$ cat src/rtl/rrss_pkg.sv
// Package: shared types, codes and defaults for the round-robin slice scheduler.
`timescale 1ns / 1ps
package rrss_pkg;

	localparam int RRSS_MAX_JOBS = 16;

	localparam int QUANTUM_W = 16;
	localparam int ID_W      = 16;
	localparam int BURST_W   = 16;
	localparam int CLOCK_W   = 20;
	localparam int SUM_W     = 24;

	localparam logic [QUANTUM_W-1:0] QUANTUM_RESET = 16'd4;

	// request function codes
	localparam logic [1:0] FN_LOAD  = 2'd0;
	localparam logic [1:0] FN_STEP  = 2'd1;
	localparam logic [1:0] FN_CLEAR = 2'd2;

	typedef struct packed {
		logic [1:0]         func;
		logic [ID_W-1:0]    job_id;
		logic [BURST_W-1:0] burst;
	} req_t;

	typedef struct packed {
		logic               slice_valid;
		logic [ID_W-1:0]    slice_job;
		logic [CLOCK_W-1:0] slice_start;
		logic [CLOCK_W-1:0] slice_end;
		logic               job_finished;
		logic               all_done;
		logic [SUM_W-1:0]   total_wait;
		logic [SUM_W-1:0]   total_turnaround;
	} rsp_t;

	typedef enum logic [1:0] {
		ST_IDLE,
		ST_SCAN,
		ST_EXEC,
		ST_FIN
	} state_t;

	// controller -> datapath
	typedef struct packed {
		logic load_job;
		logic clear;
		logic step_none;
		logic scan_init;
		logic scan_adv;
		logic exec;
		logic finish;
	} cmd_t;

	// datapath -> controller
	typedef struct packed {
		logic empty;     // no unfinished job
		logic hit;       // entry under scan is pending
		logic out_busy;  // result register full and stalled
	} stat_t;

endpackage

$ cat src/rtl/rrss_ram.sv
// Generic single-write, single-read RAM with registered read data.
`timescale 1ns / 1ps
module rrss_ram #(
	parameter int WIDTH = 16,
	parameter int DEPTH = 16
) (
	input  logic                     clk,
	input  logic                     we,
	input  logic [$clog2(DEPTH)-1:0] waddr,
	input  logic [WIDTH-1:0]         wdata,
	input  logic [$clog2(DEPTH)-1:0] raddr,
	output logic [WIDTH-1:0]         rdata
);

	logic [WIDTH-1:0] mem [DEPTH];

	always_ff @(posedge clk) begin
		if (we) begin
			mem[waddr] <= wdata;
		end
		rdata <= mem[raddr];
	end

endmodule

$ cat src/rtl/rrss_ctrl.sv
// Controller state machine: request handshake and step sequencing.
`timescale 1ns / 1ps
module rrss_ctrl (
	input  logic           clk,
	input  logic           arst_n,
	input  logic           req_valid,
	output logic           req_stall,
	input  logic [1:0]     func,
	input  rrss_pkg::stat_t stat,
	output rrss_pkg::cmd_t  cmd
);
	import rrss_pkg::*;

	state_t state_q, state_nxt;
	logic   accept;

	assign req_stall = (state_q != ST_IDLE) || ((func == FN_STEP) && stat.out_busy);
	assign accept    = req_valid && !req_stall;

	always_ff @(posedge clk or negedge arst_n) begin
		if (!arst_n) begin
			state_q <= ST_IDLE;
		end else begin
			state_q <= state_nxt;
		end
	end

	// next state
	always_comb begin
		state_nxt = state_q;
		unique case (state_q)
			ST_IDLE: begin
				if (accept && (func == FN_STEP) && !stat.empty) begin
					state_nxt = ST_SCAN;
				end
			end
			ST_SCAN: begin
				if (stat.hit) begin
					state_nxt = ST_EXEC;
				end
			end
			ST_EXEC: state_nxt = ST_FIN;
			ST_FIN:  state_nxt = ST_IDLE;
			default: state_nxt = ST_IDLE;
		endcase
	end

	// outputs
	always_comb begin
		cmd = '0;
		unique case (state_q)
			ST_IDLE: begin
				if (accept) begin
					cmd.load_job  = (func == FN_LOAD);
					cmd.clear     = (func == FN_CLEAR);
					cmd.step_none = (func == FN_STEP) && stat.empty;
					cmd.scan_init = (func == FN_STEP) && !stat.empty;
				end
			end
			ST_SCAN: cmd.scan_adv = !stat.hit;
			ST_EXEC: cmd.exec     = 1'b1;
			ST_FIN:  cmd.finish   = 1'b1;
			default: cmd = '0;
		endcase
	end

endmodule

$ cat src/rtl/rrss_dp.sv
// Datapath: job tables, pending bits, clock, totals and result register.
`timescale 1ns / 1ps
module rrss_dp #(
	parameter int MAX_JOBS = rrss_pkg::RRSS_MAX_JOBS
) (
	input  logic                               clk,
	input  logic                               arst_n,
	input  rrss_pkg::req_t                     req,
	input  logic                               cfg_valid,
	input  logic                               cfg_ready,
	input  logic [rrss_pkg::QUANTUM_W-1:0]     cfg_data,
	input  rrss_pkg::cmd_t                     cmd,
	output rrss_pkg::stat_t                    stat,
	output logic                               rsp_valid,
	input  logic                               rsp_stall,
	output rrss_pkg::rsp_t                     rsp
);
	import rrss_pkg::*;

	localparam int IW = $clog2(MAX_JOBS);
	localparam int CW = $clog2(MAX_JOBS + 1);

	logic [QUANTUM_W-1:0] quantum_q;
	logic [CW-1:0]        job_count_q;
	logic [CW-1:0]        unfinished_q;
	logic [IW-1:0]        next_index_q;
	logic [IW-1:0]        scan_q;
	logic [MAX_JOBS-1:0]  pending_q;
	logic [CLOCK_W-1:0]   clock_q;
	logic [SUM_W-1:0]     wait_sum_q;
	logic [SUM_W-1:0]     turn_sum_q;
	logic [CLOCK_W-1:0]   start_q;
	logic                 fin_q;
	logic                 out_valid_q;
	rsp_t                 rsp_q;

	logic                 full;
	logic                 load_ok;
	logic [IW-1:0]        scan_start;
	logic [IW-1:0]        scan_next;
	logic [IW-1:0]        load_addr;

	logic [ID_W+BURST_W-1:0] idb_rd;
	logic [BURST_W-1:0]      rem_rd;
	logic                    rem_we;
	logic [IW-1:0]           rem_waddr;
	logic [BURST_W-1:0]      rem_wdata;

	logic [QUANTUM_W-1:0] q_eff;
	logic [BURST_W-1:0]   run;
	logic [BURST_W-1:0]   rem_new;
	logic [CLOCK_W:0]     clk_sum;
	logic [CLOCK_W-1:0]   clock_new;

	logic [CLOCK_W-1:0]   wait_term;
	logic [SUM_W:0]       turn_add;
	logic [SUM_W:0]       wait_add;
	logic [SUM_W-1:0]     turn_new;
	logic [SUM_W-1:0]     wait_new;

	assign full      = (job_count_q == CW'(MAX_JOBS));
	assign load_ok   = cmd.load_job && !full;
	assign load_addr = job_count_q[IW-1:0];

	// next_index wraps at job_count
	assign scan_start = ({1'b0, next_index_q} >= (IW+1)'(job_count_q)) ? '0 : next_index_q;
	assign scan_next  = ((IW+1)'(scan_q) + (IW+1)'(1) >= (IW+1)'(job_count_q)) ?
	                    '0 : scan_q + IW'(1);

	assign stat.empty    = (unfinished_q == '0);
	assign stat.hit      = pending_q[scan_q];
	assign stat.out_busy = out_valid_q && rsp_stall;

	// tables
	rrss_ram #(.WIDTH(ID_W + BURST_W), .DEPTH(MAX_JOBS)) u_idb_ram (
		.clk   (clk),
		.we    (load_ok),
		.waddr (load_addr),
		.wdata ({req.job_id, req.burst}),
		.raddr (scan_q),
		.rdata (idb_rd)
	);

	assign rem_we    = load_ok || cmd.exec;
	assign rem_waddr = cmd.exec ? scan_q : load_addr;
	assign rem_wdata = cmd.exec ? rem_new : req.burst;

	rrss_ram #(.WIDTH(BURST_W), .DEPTH(MAX_JOBS)) u_rem_ram (
		.clk   (clk),
		.we    (rem_we),
		.waddr (rem_waddr),
		.wdata (rem_wdata),
		.raddr (scan_q),
		.rdata (rem_rd)
	);

	// slice: run = min(remaining, quantum), clock saturates
	assign q_eff     = (quantum_q == '0) ? QUANTUM_W'(1) : quantum_q;
	assign run       = (rem_rd < q_eff) ? rem_rd : q_eff;
	assign rem_new   = rem_rd - run;
	assign clk_sum   = {1'b0, clock_q} + (CLOCK_W+1)'(run);
	assign clock_new = clk_sum[CLOCK_W] ? '1 : clk_sum[CLOCK_W-1:0];

	// totals on finish; clock_q already holds the finish time here
	assign wait_term = (clock_q > CLOCK_W'(idb_rd[BURST_W-1:0])) ?
	                   clock_q - CLOCK_W'(idb_rd[BURST_W-1:0]) : '0;
	assign turn_add  = {1'b0, turn_sum_q} + (SUM_W+1)'(clock_q);
	assign wait_add  = {1'b0, wait_sum_q} + (SUM_W+1)'(wait_term);
	assign turn_new  = !fin_q ? turn_sum_q : (turn_add[SUM_W] ? '1 : turn_add[SUM_W-1:0]);
	assign wait_new  = !fin_q ? wait_sum_q : (wait_add[SUM_W] ? '1 : wait_add[SUM_W-1:0]);

	always_ff @(posedge clk or negedge arst_n) begin
		if (!arst_n) begin
			quantum_q    <= QUANTUM_RESET;
			job_count_q  <= '0;
			unfinished_q <= '0;
			next_index_q <= '0;
			scan_q       <= '0;
			pending_q    <= '0;
			clock_q      <= '0;
			wait_sum_q   <= '0;
			turn_sum_q   <= '0;
			out_valid_q  <= 1'b0;
		end else begin
			if (cfg_valid && cfg_ready) begin
				quantum_q <= cfg_data;
			end
			if (load_ok) begin
				job_count_q          <= job_count_q + CW'(1);
				pending_q[load_addr] <= (req.burst != '0);
				if (req.burst != '0) begin
					unfinished_q <= unfinished_q + CW'(1);
				end
			end
			if (cmd.clear) begin
				job_count_q  <= '0;
				unfinished_q <= '0;
				next_index_q <= '0;
				clock_q      <= '0;
				wait_sum_q   <= '0;
				turn_sum_q   <= '0;
			end
			if (cmd.scan_init) begin
				scan_q <= scan_start;
			end
			if (cmd.scan_adv) begin
				scan_q <= scan_next;
			end
			if (cmd.exec) begin
				clock_q      <= clock_new;
				next_index_q <= scan_next;
				if (rem_new == '0) begin
					pending_q[scan_q] <= 1'b0;
					unfinished_q      <= unfinished_q - CW'(1);
				end
			end
			if (cmd.finish) begin
				wait_sum_q <= wait_new;
				turn_sum_q <= turn_new;
			end
			if (cmd.step_none || cmd.finish) begin
				out_valid_q <= 1'b1;
			end else if (!rsp_stall) begin
				out_valid_q <= 1'b0;
			end
		end
	end

	// payload registers
	always_ff @(posedge clk) begin
		if (cmd.exec) begin
			start_q <= clock_q;
			fin_q   <= (rem_new == '0);
		end
		if (cmd.step_none) begin
			rsp_q.slice_valid      <= 1'b0;
			rsp_q.slice_job        <= '0;
			rsp_q.slice_start      <= clock_q;
			rsp_q.slice_end        <= clock_q;
			rsp_q.job_finished     <= 1'b0;
			rsp_q.all_done         <= 1'b1;
			rsp_q.total_wait       <= wait_sum_q;
			rsp_q.total_turnaround <= turn_sum_q;
		end else if (cmd.finish) begin
			rsp_q.slice_valid      <= 1'b1;
			rsp_q.slice_job        <= idb_rd[ID_W+BURST_W-1:BURST_W];
			rsp_q.slice_start      <= start_q;
			rsp_q.slice_end        <= clock_q;
			rsp_q.job_finished     <= fin_q;
			rsp_q.all_done         <= (unfinished_q == '0);
			rsp_q.total_wait       <= wait_new;
			rsp_q.total_turnaround <= turn_new;
		end
	end

	assign rsp_valid = out_valid_q;
	assign rsp       = rsp_q;

endmodule

$ cat src/rtl/round_robin_slice_scheduler_unit.sv
// Top level: round-robin time-slice scheduler with a programmable quantum.
`timescale 1ns / 1ps
// Usage:
//   req channel (req_valid / req_stall / req): one transaction per request.
//     func FN_LOAD appends (job_id, burst) to the job table, FN_CLEAR restarts
//     table, clock and totals, FN_STEP runs the next unfinished job in
//     circular order for min(remaining, quantum). Code 3 is dropped.
//   rsp channel (rsp_valid / rsp_stall / rsp): one transaction per step.
//   cfg channel (cfg_valid / cfg_ready / cfg_data): quantum register, always
//     ready; write it only while the block is idle. Quantum 0 runs as 1.
// Timing:
//   Load and clear take effect at the edge that accepts them. A step passes
//   through ST_SCAN, ST_EXEC and ST_FIN to its result; ST_SCAN steps over the
//   finished table entries from next_index, one pending bit per cycle. A step
//   with nothing left to run answers in the next cycle. One step is in flight
//   at a time; no request is taken until its result is registered.
// Reset: quantum 4, empty table, clock and totals zero; no clearing pass.
// Stall: the result register holds under rsp_stall; loads and clears still
//   go in, a step waits on req_stall until the result register can take it.
module round_robin_slice_scheduler_unit #(
	parameter int MAX_JOBS = rrss_pkg::RRSS_MAX_JOBS
) (
	input  logic                           clk,
	input  logic                           arst_n,
	input  logic                           req_valid,
	output logic                           req_stall,
	input  rrss_pkg::req_t                 req,
	output logic                           rsp_valid,
	input  logic                           rsp_stall,
	output rrss_pkg::rsp_t                 rsp,
	input  logic                           cfg_valid,
	output logic                           cfg_ready,
	input  logic [rrss_pkg::QUANTUM_W-1:0] cfg_data
);
	import rrss_pkg::*;

	cmd_t  cmd;
	stat_t stat;

	// quantum register takes a write in any cycle
	assign cfg_ready = 1'b1;

	rrss_ctrl u_ctrl (
		.clk       (clk),
		.arst_n    (arst_n),
		.req_valid (req_valid),
		.req_stall (req_stall),
		.func      (req.func),
		.stat      (stat),
		.cmd       (cmd)
	);

	rrss_dp #(.MAX_JOBS(MAX_JOBS)) u_dp (
		.clk       (clk),
		.arst_n    (arst_n),
		.req       (req),
		.cfg_valid (cfg_valid),
		.cfg_ready (cfg_ready),
		.cfg_data  (cfg_data),
		.cmd       (cmd),
		.stat      (stat),
		.rsp_valid (rsp_valid),
		.rsp_stall (rsp_stall),
		.rsp       (rsp)
	);

endmodule

$ cat config.mk
export PLATFORM = sky130hd
export DESIGN_NAME = round_robin_slice_scheduler_unit
export DESIGN_NICKNAME = d
export VERILOG_FILES = /design/src/rtl/rrss_pkg.sv /design/src/rtl/rrss_ram.sv /design/src/rtl/rrss_ctrl.sv /design/src/rtl/rrss_dp.sv /design/src/rtl/round_robin_slice_scheduler_unit.sv
export SDC_FILE = /design/constraint.sdc
export NUM_CORES = 1
export LEC_CHECK = 0
export ABC_AREA = 0
export ABC_CLOCK_PERIOD_IN_PS = 17150
export BUFFER_PORTS_ARGS = -buffer_cell sky130_fd_sc_hd__buf_2
export CAP_MARGIN = 25
export CORE_MARGIN = 4
export CORE_UTILIZATION = 45
export CTS_BUF_LIST = sky130_fd_sc_hd__clkbuf_8
export CTS_CLUSTER_DIAMETER = 30
export CTS_CLUSTER_SIZE = 28
export DETAILED_ROUTE_END_ITERATION = 16
export PLACE_DENSITY = 0.68
export SKIP_CTS_REPAIR_TIMING = 1
export SLEW_MARGIN = 20
export SYNTH_ARGS = -nofsm -noshare
export SYNTH_HDL_FRONTEND = slang
export SYNTH_SLANG_ARGS = --single-unit
$ cat constraint.sdc
create_clock -name clk -period 17.15 [get_ports clk]
set_clock_uncertainty 0.15 [all_clocks]
set_input_delay 3.43 -clock clk [delete_from_list [all_inputs] [get_ports clk]]
set_output_delay 3.43 -clock clk [all_outputs]
set_load 0.03 [all_outputs]
==> results of run 1 <==
worst max-delay path, delay by kind of cell:
kind / cells / cell delay (ns)
buffers and inverters: 2 / 0.31
and+or+nand+nor: 2 / 0.30
cell usage in the layout, fill, tap and decap left out, drive strengths merged, types with 39 or more instances in the layout:
cell type  count
and2          39
dfxtp         67
a21oi        144
o21ai        165
ha           125
nand2        187
inv          132
edfxtp       877
nand3         55
mux4         245
buf          217
nor2         153
dfrtp        120
mux2i         44
a21o          51
clkinv        72
xnor2         51
clkbuf       196
registers in the layout (all words and copies together), names as in the netlist, 20 cells and up:
register / count
u_dp.clock_q: 20
u_dp.rsp: 107
u_dp.start_q: 20
u_dp.turn_sum_q: 24
u_dp.u_idb_ram.mem: 512
u_dp.u_idb_ram.rdata: 32
u_dp.u_rem_ram.mem: 256
u_dp.wait_sum_q: 24
cell usage after synthesis, types with 28 or more instances:
library cell,count,area (sq um)
o21ai_0,161,805.8
nor3_1,28,140.1
inv_1,89,334.1
nand2_1,187,701.9
ha_1,125,1564
dfrtp_1,120,3003
nand3_1,55,275.3
xnor2_1,51,446.7
a21oi_1,144,720.7
a21o_1,49,367.9
dfxtp_1,67,1341
clkbuf_1,112,420.4
mux2i_1,44,440.4
edfxtp_1,877,26340
nor2_1,153,574.3
and2_1,35,219.0
mux4_2,245,5518
power breakdown:
part | switching, uW | internal [uW]
registers | 325 | 3340
clock network | 1180 | 1540
logic | 2530 | 1810
total | 4040 | 6690
layout make-up:
cell class,count,area [sq um]
diodes,11,27.53
clock buffers,196,2698
clock inverters,171,1858
fillers,8223,48560
inverters,90,340.3
multi-input cells,1611,14560
flip-flops and latches,1065,30720
well taps,1368,1712
repair buffers,217,1265
path summary, 6_finish.rpt:
kind | start | to | cells after the start
setup / recovery | req[33] | req_stall | 4
hold / removal | u_dp.rsp[48]$_SDFFE_PP1P_ | u_dp.rsp[48]$_SDFFE_PP1P_ | 1
setup reg to reg | u_dp.quantum_q[2]$_DFFE_PN1P_ | u_dp.unfinished_q[2]$_DFF_PN0_ | 22
hold reg to reg | u_dp.rsp[48]$_SDFFE_PP1P_ | u_dp.rsp[48]$_SDFFE_PP1P_ | 1
max in group asynchronous | arst_n | u_dp.scan_q[2]$_DFFE_PN0P_ | 2
min in group asynchronous | arst_n | u_dp.wait_sum_q[5]$_DFFE_PN0P_ | 1
kinds of logic (layout without fill, tap and decap cells):
| family | Yosys count | count (layout) | synth area share, % |
|---|---|---|---|
| buffers and inverters | 230 | 674 | 1.957 |
| AND/OR/NAND/NOR | 583 | 583 | 6.007 |
| multiplexers | 307 | 307 | 13.38 |
| AO/OA/AOI/OAI | 514 | 514 | 6.882 |
| adder cells (fa/ha/maj) | 130 | 130 | 3.615 |
| XOR/XNOR | 76 | 76 | 1.446 |
| flip-flops | 1065 | 1065 | 66.70 |
| other | 1 | 12 | 0.008146 |
per-layer routing:
metal / vias to the layer above / share of wire, %
met5: - / 0.036
met4: 6 / 2.7
met3: 202 / 7.5
met2: 971 / 49
met1: 13559 / 41
li1: 11990 / -
metrics by stage:
step	util (%)	worst slack [ns]
2_1_floorplan	-	9.721
3_3_place_gp	47.67	9.539
3_5_place_dp	47.74	9.542
4_1_cts	52.22	9.541
5_1_grt	52.25	9.505
6_report	52.27	9.528
==> results.json, run 1 <==
{
  "cp_cell_sequence": "buf_2, nand4b_1, nand2_1, buf_2",
  "slew_headroom_pct": 32.72,
  "portBuffers": 163,
  "syn_inst": 2906,
  "nets": 3364,
  "area_growth_pct": 15.52,
  "htree_levels": 4,
  "critical_path.max_fanout": 4,
  "setup_violations": 0,
  "drc": 0,
  "worst_setup_path_end_kind": "output pin",
  "holdWs_ns": 0.2962,
  "power_uw": 10720,
  "grt.total_usage_pct": 20.21,
  "groute.layer.met3.usage_pct": 5.093,
  "routedWlPerCell_um": 22.96,
  "core.rowCount": 117,
  "pin_count": 165,
  "antenna_found_initial": 14,
  "routabilityCongestion": 0.8642,
  "cts_root_buf": "clkbuf_8",
  "cts_buffer_depth": 3,
  "outcome": "finished clean",
  "cts_buffers": 194,
  "stdcell_count": 4729,
  "syn_nets": 3091,
  "synth-seq-area-share_pct": 66.70,
  "firstDrtPassIters": 5,
  "synth_cell_types": 82,
  "die_x_um": 327.8,
  "dieArea_sq_mm": 0.1075,
  "synthFlopType": "edfxtp_1",
  "tns_ns": 0,
  "first_iter_violations": 2380,
  "synth-edff-count": 877,
  "cp_common_cell": "buf_2",
  "syn_area_per_cell_sq_um": 15.84,
  "grt_pass1_vias": 26728,
  "crit_required_ns": 13.57,
  "coreArea_sq_mm": 0.1017,
  "vias_per_cell": 5.652,
  "dr_total_vias": 26728,
  "reg2reg_slack_ns": 10.69,
  "hold_class": "reg2reg",
  "powerDensity_mw_per_mm2": 201.7,
  "placed_cell_area_sq_mm": 0.04857,
  "worst_slew_pin_slew_ns": 1.009,
  "die_y_um": 327.8,
  "routed_wl_um": 108600,
  "path_clk_slew_ns": 0.05,
  "yosysWarningCount": 0,
  "critPathSlowestCell": "nand4b_1",
  "cap_violations": 0,
  "antenna_left": 0,
  "drive_gt1_share_pct": 26.27,
  "place_inst": 4350,
  "rsz0062_at_grt": "false",
  "fin_crit_ns": 7.622,
  "cp.arrival_ns": 4.04,
  "max_freq_mhz": 131.2,
  "clock_sinks": 1065,
  "grt_start_max_net_pins": 110,
  "grt_pass1_wl_um": 164000,
  "start_kind": "input pin",
  "use_met1_pct": 26.86,
  "peakVddDrop_uv": 128.7,
  "syn_area_sq_mm": 0.04603,
  "start_util_pct": 45.25,
  "synthArstFlopShare_pct": 11.36,
  "cts_tree": "built",
  "slew_violations": 0,
  "use_met2_pct": 32.93,
  "clk_latency_ns": 0.89,
  "p_leak_uw": 0.01910,
  "grt-ovfl-total": 0,
  "place_hpwl_um": 64120,
  "design_area_sq_mm": 0.05318,
  "max_stage_delay_ns": 0.20,
  "ys_seq_elements": 1065,
  "grt_busiest_layer": "met2",
  "fin_crit_sh_pct": 44.44,
  "crit_type": "in2out",
  "final_hold_viol_count": 0
}
Note: power is estimated with default switching activity, not from simulation.
==> run 2, diff against run 1 <==
--- a/config.mk
+++ b/config.mk
@@ -6,7 +6,7 @@
 export NUM_CORES = 1
 export LEC_CHECK = 0
 export ABC_AREA = 0
-export ABC_CLOCK_PERIOD_IN_PS = 17150
+export ABC_CLOCK_PERIOD_IN_PS = 7800
 export BUFFER_PORTS_ARGS = -buffer_cell sky130_fd_sc_hd__buf_2
 export CAP_MARGIN = 25
 export CORE_MARGIN = 4
==> constraint.sdc (replaced) <==
create_clock -name clk -period 7.8 [get_ports clk]
set_clock_uncertainty 0.15 [all_clocks]
set_input_delay 1.56 -clock clk [delete_from_list [all_inputs] [get_ports clk]]
set_output_delay 1.56 -clock clk [all_outputs]
set_load 0.03 [all_outputs]
==> run 2 against run 1 <==
Sequential power rose by 120%. Via count rose by 0.71%. Non-clock buffer count rose by 4. Cell count rose by 0.34%. Sequential cell count did not move. Register-to-register slack got worse by 9.1 ns. Critical path depth rose by 20. Wire length rose by 2.5%. Critical path type is now reg2reg. Largest cell class unchanged.
==> results.json, run 2 (synthesized netlist as in run 1, its figures left out) <==
{
  "vias_per_cell": 5.673,
  "crit_type": "reg2reg",
  "slew_violations": 0,
  "start_util_pct": 45.25,
  "nets": 3376,
  "firstDrtPassIters": 6,
  "largest_reg_flops": 512,
  "grt_start_max_net_pins": 108,
  "cp.arrival_ns": 6.67,
  "cp_common_cell": "a21o_1",
  "cap_violations": 0,
  "fin_crit_ns": 6.199,
  "n_fill_cell": 8080,
  "placed_cell_area_sq_mm": 0.04857,
  "drive_gt1_share_pct": 26.90,
  "routed_wl_um": 111300,
  "area_growth_pct": 16.29,
  "grt_pass1_wl_um": 168500,
  "layout_common_cells": "edfxtp_1, mux4_2, clkbuf_8",
  "path_clk_slew_ns": 0.06,
  "rsz0062_at_grt": "false",
  "max_stage_delay_ns": 0.85,
  "slew_headroom_pct": 24.51,
  "setup_violations": 0,
  "place_inst": 4354,
  "tns_ns": 0,
  "die_x_um": 327.8,
  "cts_root_buf": "clkbuf_8",
  "critPathSlowestCell": "a41oi_1",
  "hold_class": "reg2reg",
  "cp_cell_sequence": "inv_1, ha_1, inv_1, fa_1, a21o_1, a21oi_1, nor2b_1, o21ai_0, a21oi_1, o2bb2ai_1, o21a_1, nor2_1, buf_4, nor2b_1, fa_1, a21o_1, a21o_1, nand3_1, a31oi_1, o21ai_0, nand2_1, a41oi_1, a31oi_1, mux2_2",
  "antenna_left": 0,
  "clock_sinks": 1065,
  "place_ws_ns": 1.643,
  "worst_slew_pin_slew_ns": 1.132,
  "final_hold_viol_count": 0,
  "worst_setup_path_end_kind": "flop",
  "cts_buffer_depth": 3,
  "start_kind": "flop",
  "final_common_cell": "edfxtp_1",
  "p_leak_uw": 0.01930,
  "cts_tree": "built",
  "dieArea_sq_mm": 0.1075,
  "core.rowCount": 117,
  "dr_total_vias": 26919,
  "fin_ws_ns": 1.601,
  "cts_buffers": 202,
  "power_uw": 24100,
  "design_area_sq_mm": 0.05354,
  "htree_levels": 4,
  "grt.total_usage_pct": 20.86,
  "place_hpwl_um": 65410,
  "coreArea_sq_mm": 0.1017,
  "drc": 0,
  "routedWlPerCell_um": 23.46,
  "peakVddDrop_uv": 367.8,
  "powerDensity_mw_per_mm2": 450.1,
  "first_iter_violations": 2727,
  "critical_path.max_fanout": 18,
  "outcome": "finished clean",
  "antenna_found_initial": 11,
  "clk_latency_ns": 0.90,
  "max_freq_mhz": 161.3,
  "grt_pass1_vias": 26985,
  "portBuffers": 163,
  "die_y_um": 327.8,
  "crit_required_ns": 8.27,
  "regMostFlops": "u_dp.u_idb_ram.mem",
  "pin_count": 165,
  "grt-ovfl-total": 0,
  "stdcell_count": 4745,
  "fin_crit_sh_pct": 79.47,
  "routabilityCongestion": 0.8637
}
==> run 2: path summary, 6_finish.rpt <==
| check | startpoint | endpoint | slack [ns] | cells after the start |
|---|---|---|---|---|
| worst max-delay path | u_dp.clock_q[0]$_DFFE_PN0P_ | u_dp.rsp[30]$_DFFE_PP_ | 1.60 | 24 |
| worst min-delay path | u_dp.u_idb_ram.rdata[23]$_DFF_P_ | u_dp.rsp[97]$_SDFFE_PP0P_ | 0.31 | 2 |
| worst max register to register | u_dp.clock_q[0]$_DFFE_PN0P_ | u_dp.rsp[30]$_DFFE_PP_ | 1.60 | 24 |
| worst min register to register | u_dp.u_idb_ram.rdata[23]$_DFF_P_ | u_dp.rsp[97]$_SDFFE_PP0P_ | 0.31 | 2 |
| max in group asynchronous | arst_n | u_dp.clock_q[8]$_DFFE_PN0P_ | 5.30 | 3 |
| min in group asynchronous | arst_n | u_dp.wait_sum_q[13]$_DFFE_PN0P_ | 0.45 | 1 |
==> run 2: power by group <==
group	internal, uW	leakage (uW)	switching [uW]
sequential	7340	0.0101	640
combinational	4020	0.00678	5700
clock	3630	0.00247	2770
total	15000	0.0193	9110
==> run 2: layer usage <==
| layer | vias to the layer above | wire (um) | track usage [%] |
|---|---|---|---|
| met5 | - | 28 | 0 |
| met4 | 6 | 2759 | 6.637 |
| met3 | 208 | 8349 | 4.303 |
| met2 | 1032 | 54590 | 34.15 |
| met1 | 13632 | 45600 | 28.24 |
| li1 | 12041 | - | - |
==> run 2: critical path: cells and delay by family (launching register included) <==
kind / cells / cell delay [ns]
AO/OA/AOI/OAI: 12 / 2.98
adder cells (fa/ha/maj): 3 / 1.00
AND/OR/NAND/NOR: 5 / 0.61
buffers and inverters: 3 / 0.46
flip-flops: 1 / 0.42
multiplexers: 1 / 0.31
==> run 2: per-stage QoR <==
stage	utilization (%)	hold WS (ns)
after floorplan	-	0.2904
after global placement	47.72	0.2821
after detailed placement	47.74	0.3097
after CTS	52.56	0.3208
after global routing	52.61	0.3549
final	52.62	0.3103
==> run 2: cell type report <==
type,count,area [sq um],area share (%)
multi-input combinational,1611,14550,27.17
timing repair buffer,221,1290,2.410
clock inverter,178,2064,3.856
inverter,90,340.3,0.6357
clock buffer,207,2849,5.322
sequential,1065,30720,57.38
tap,1368,1712,3.197
antenna,5,12.51,0.02337
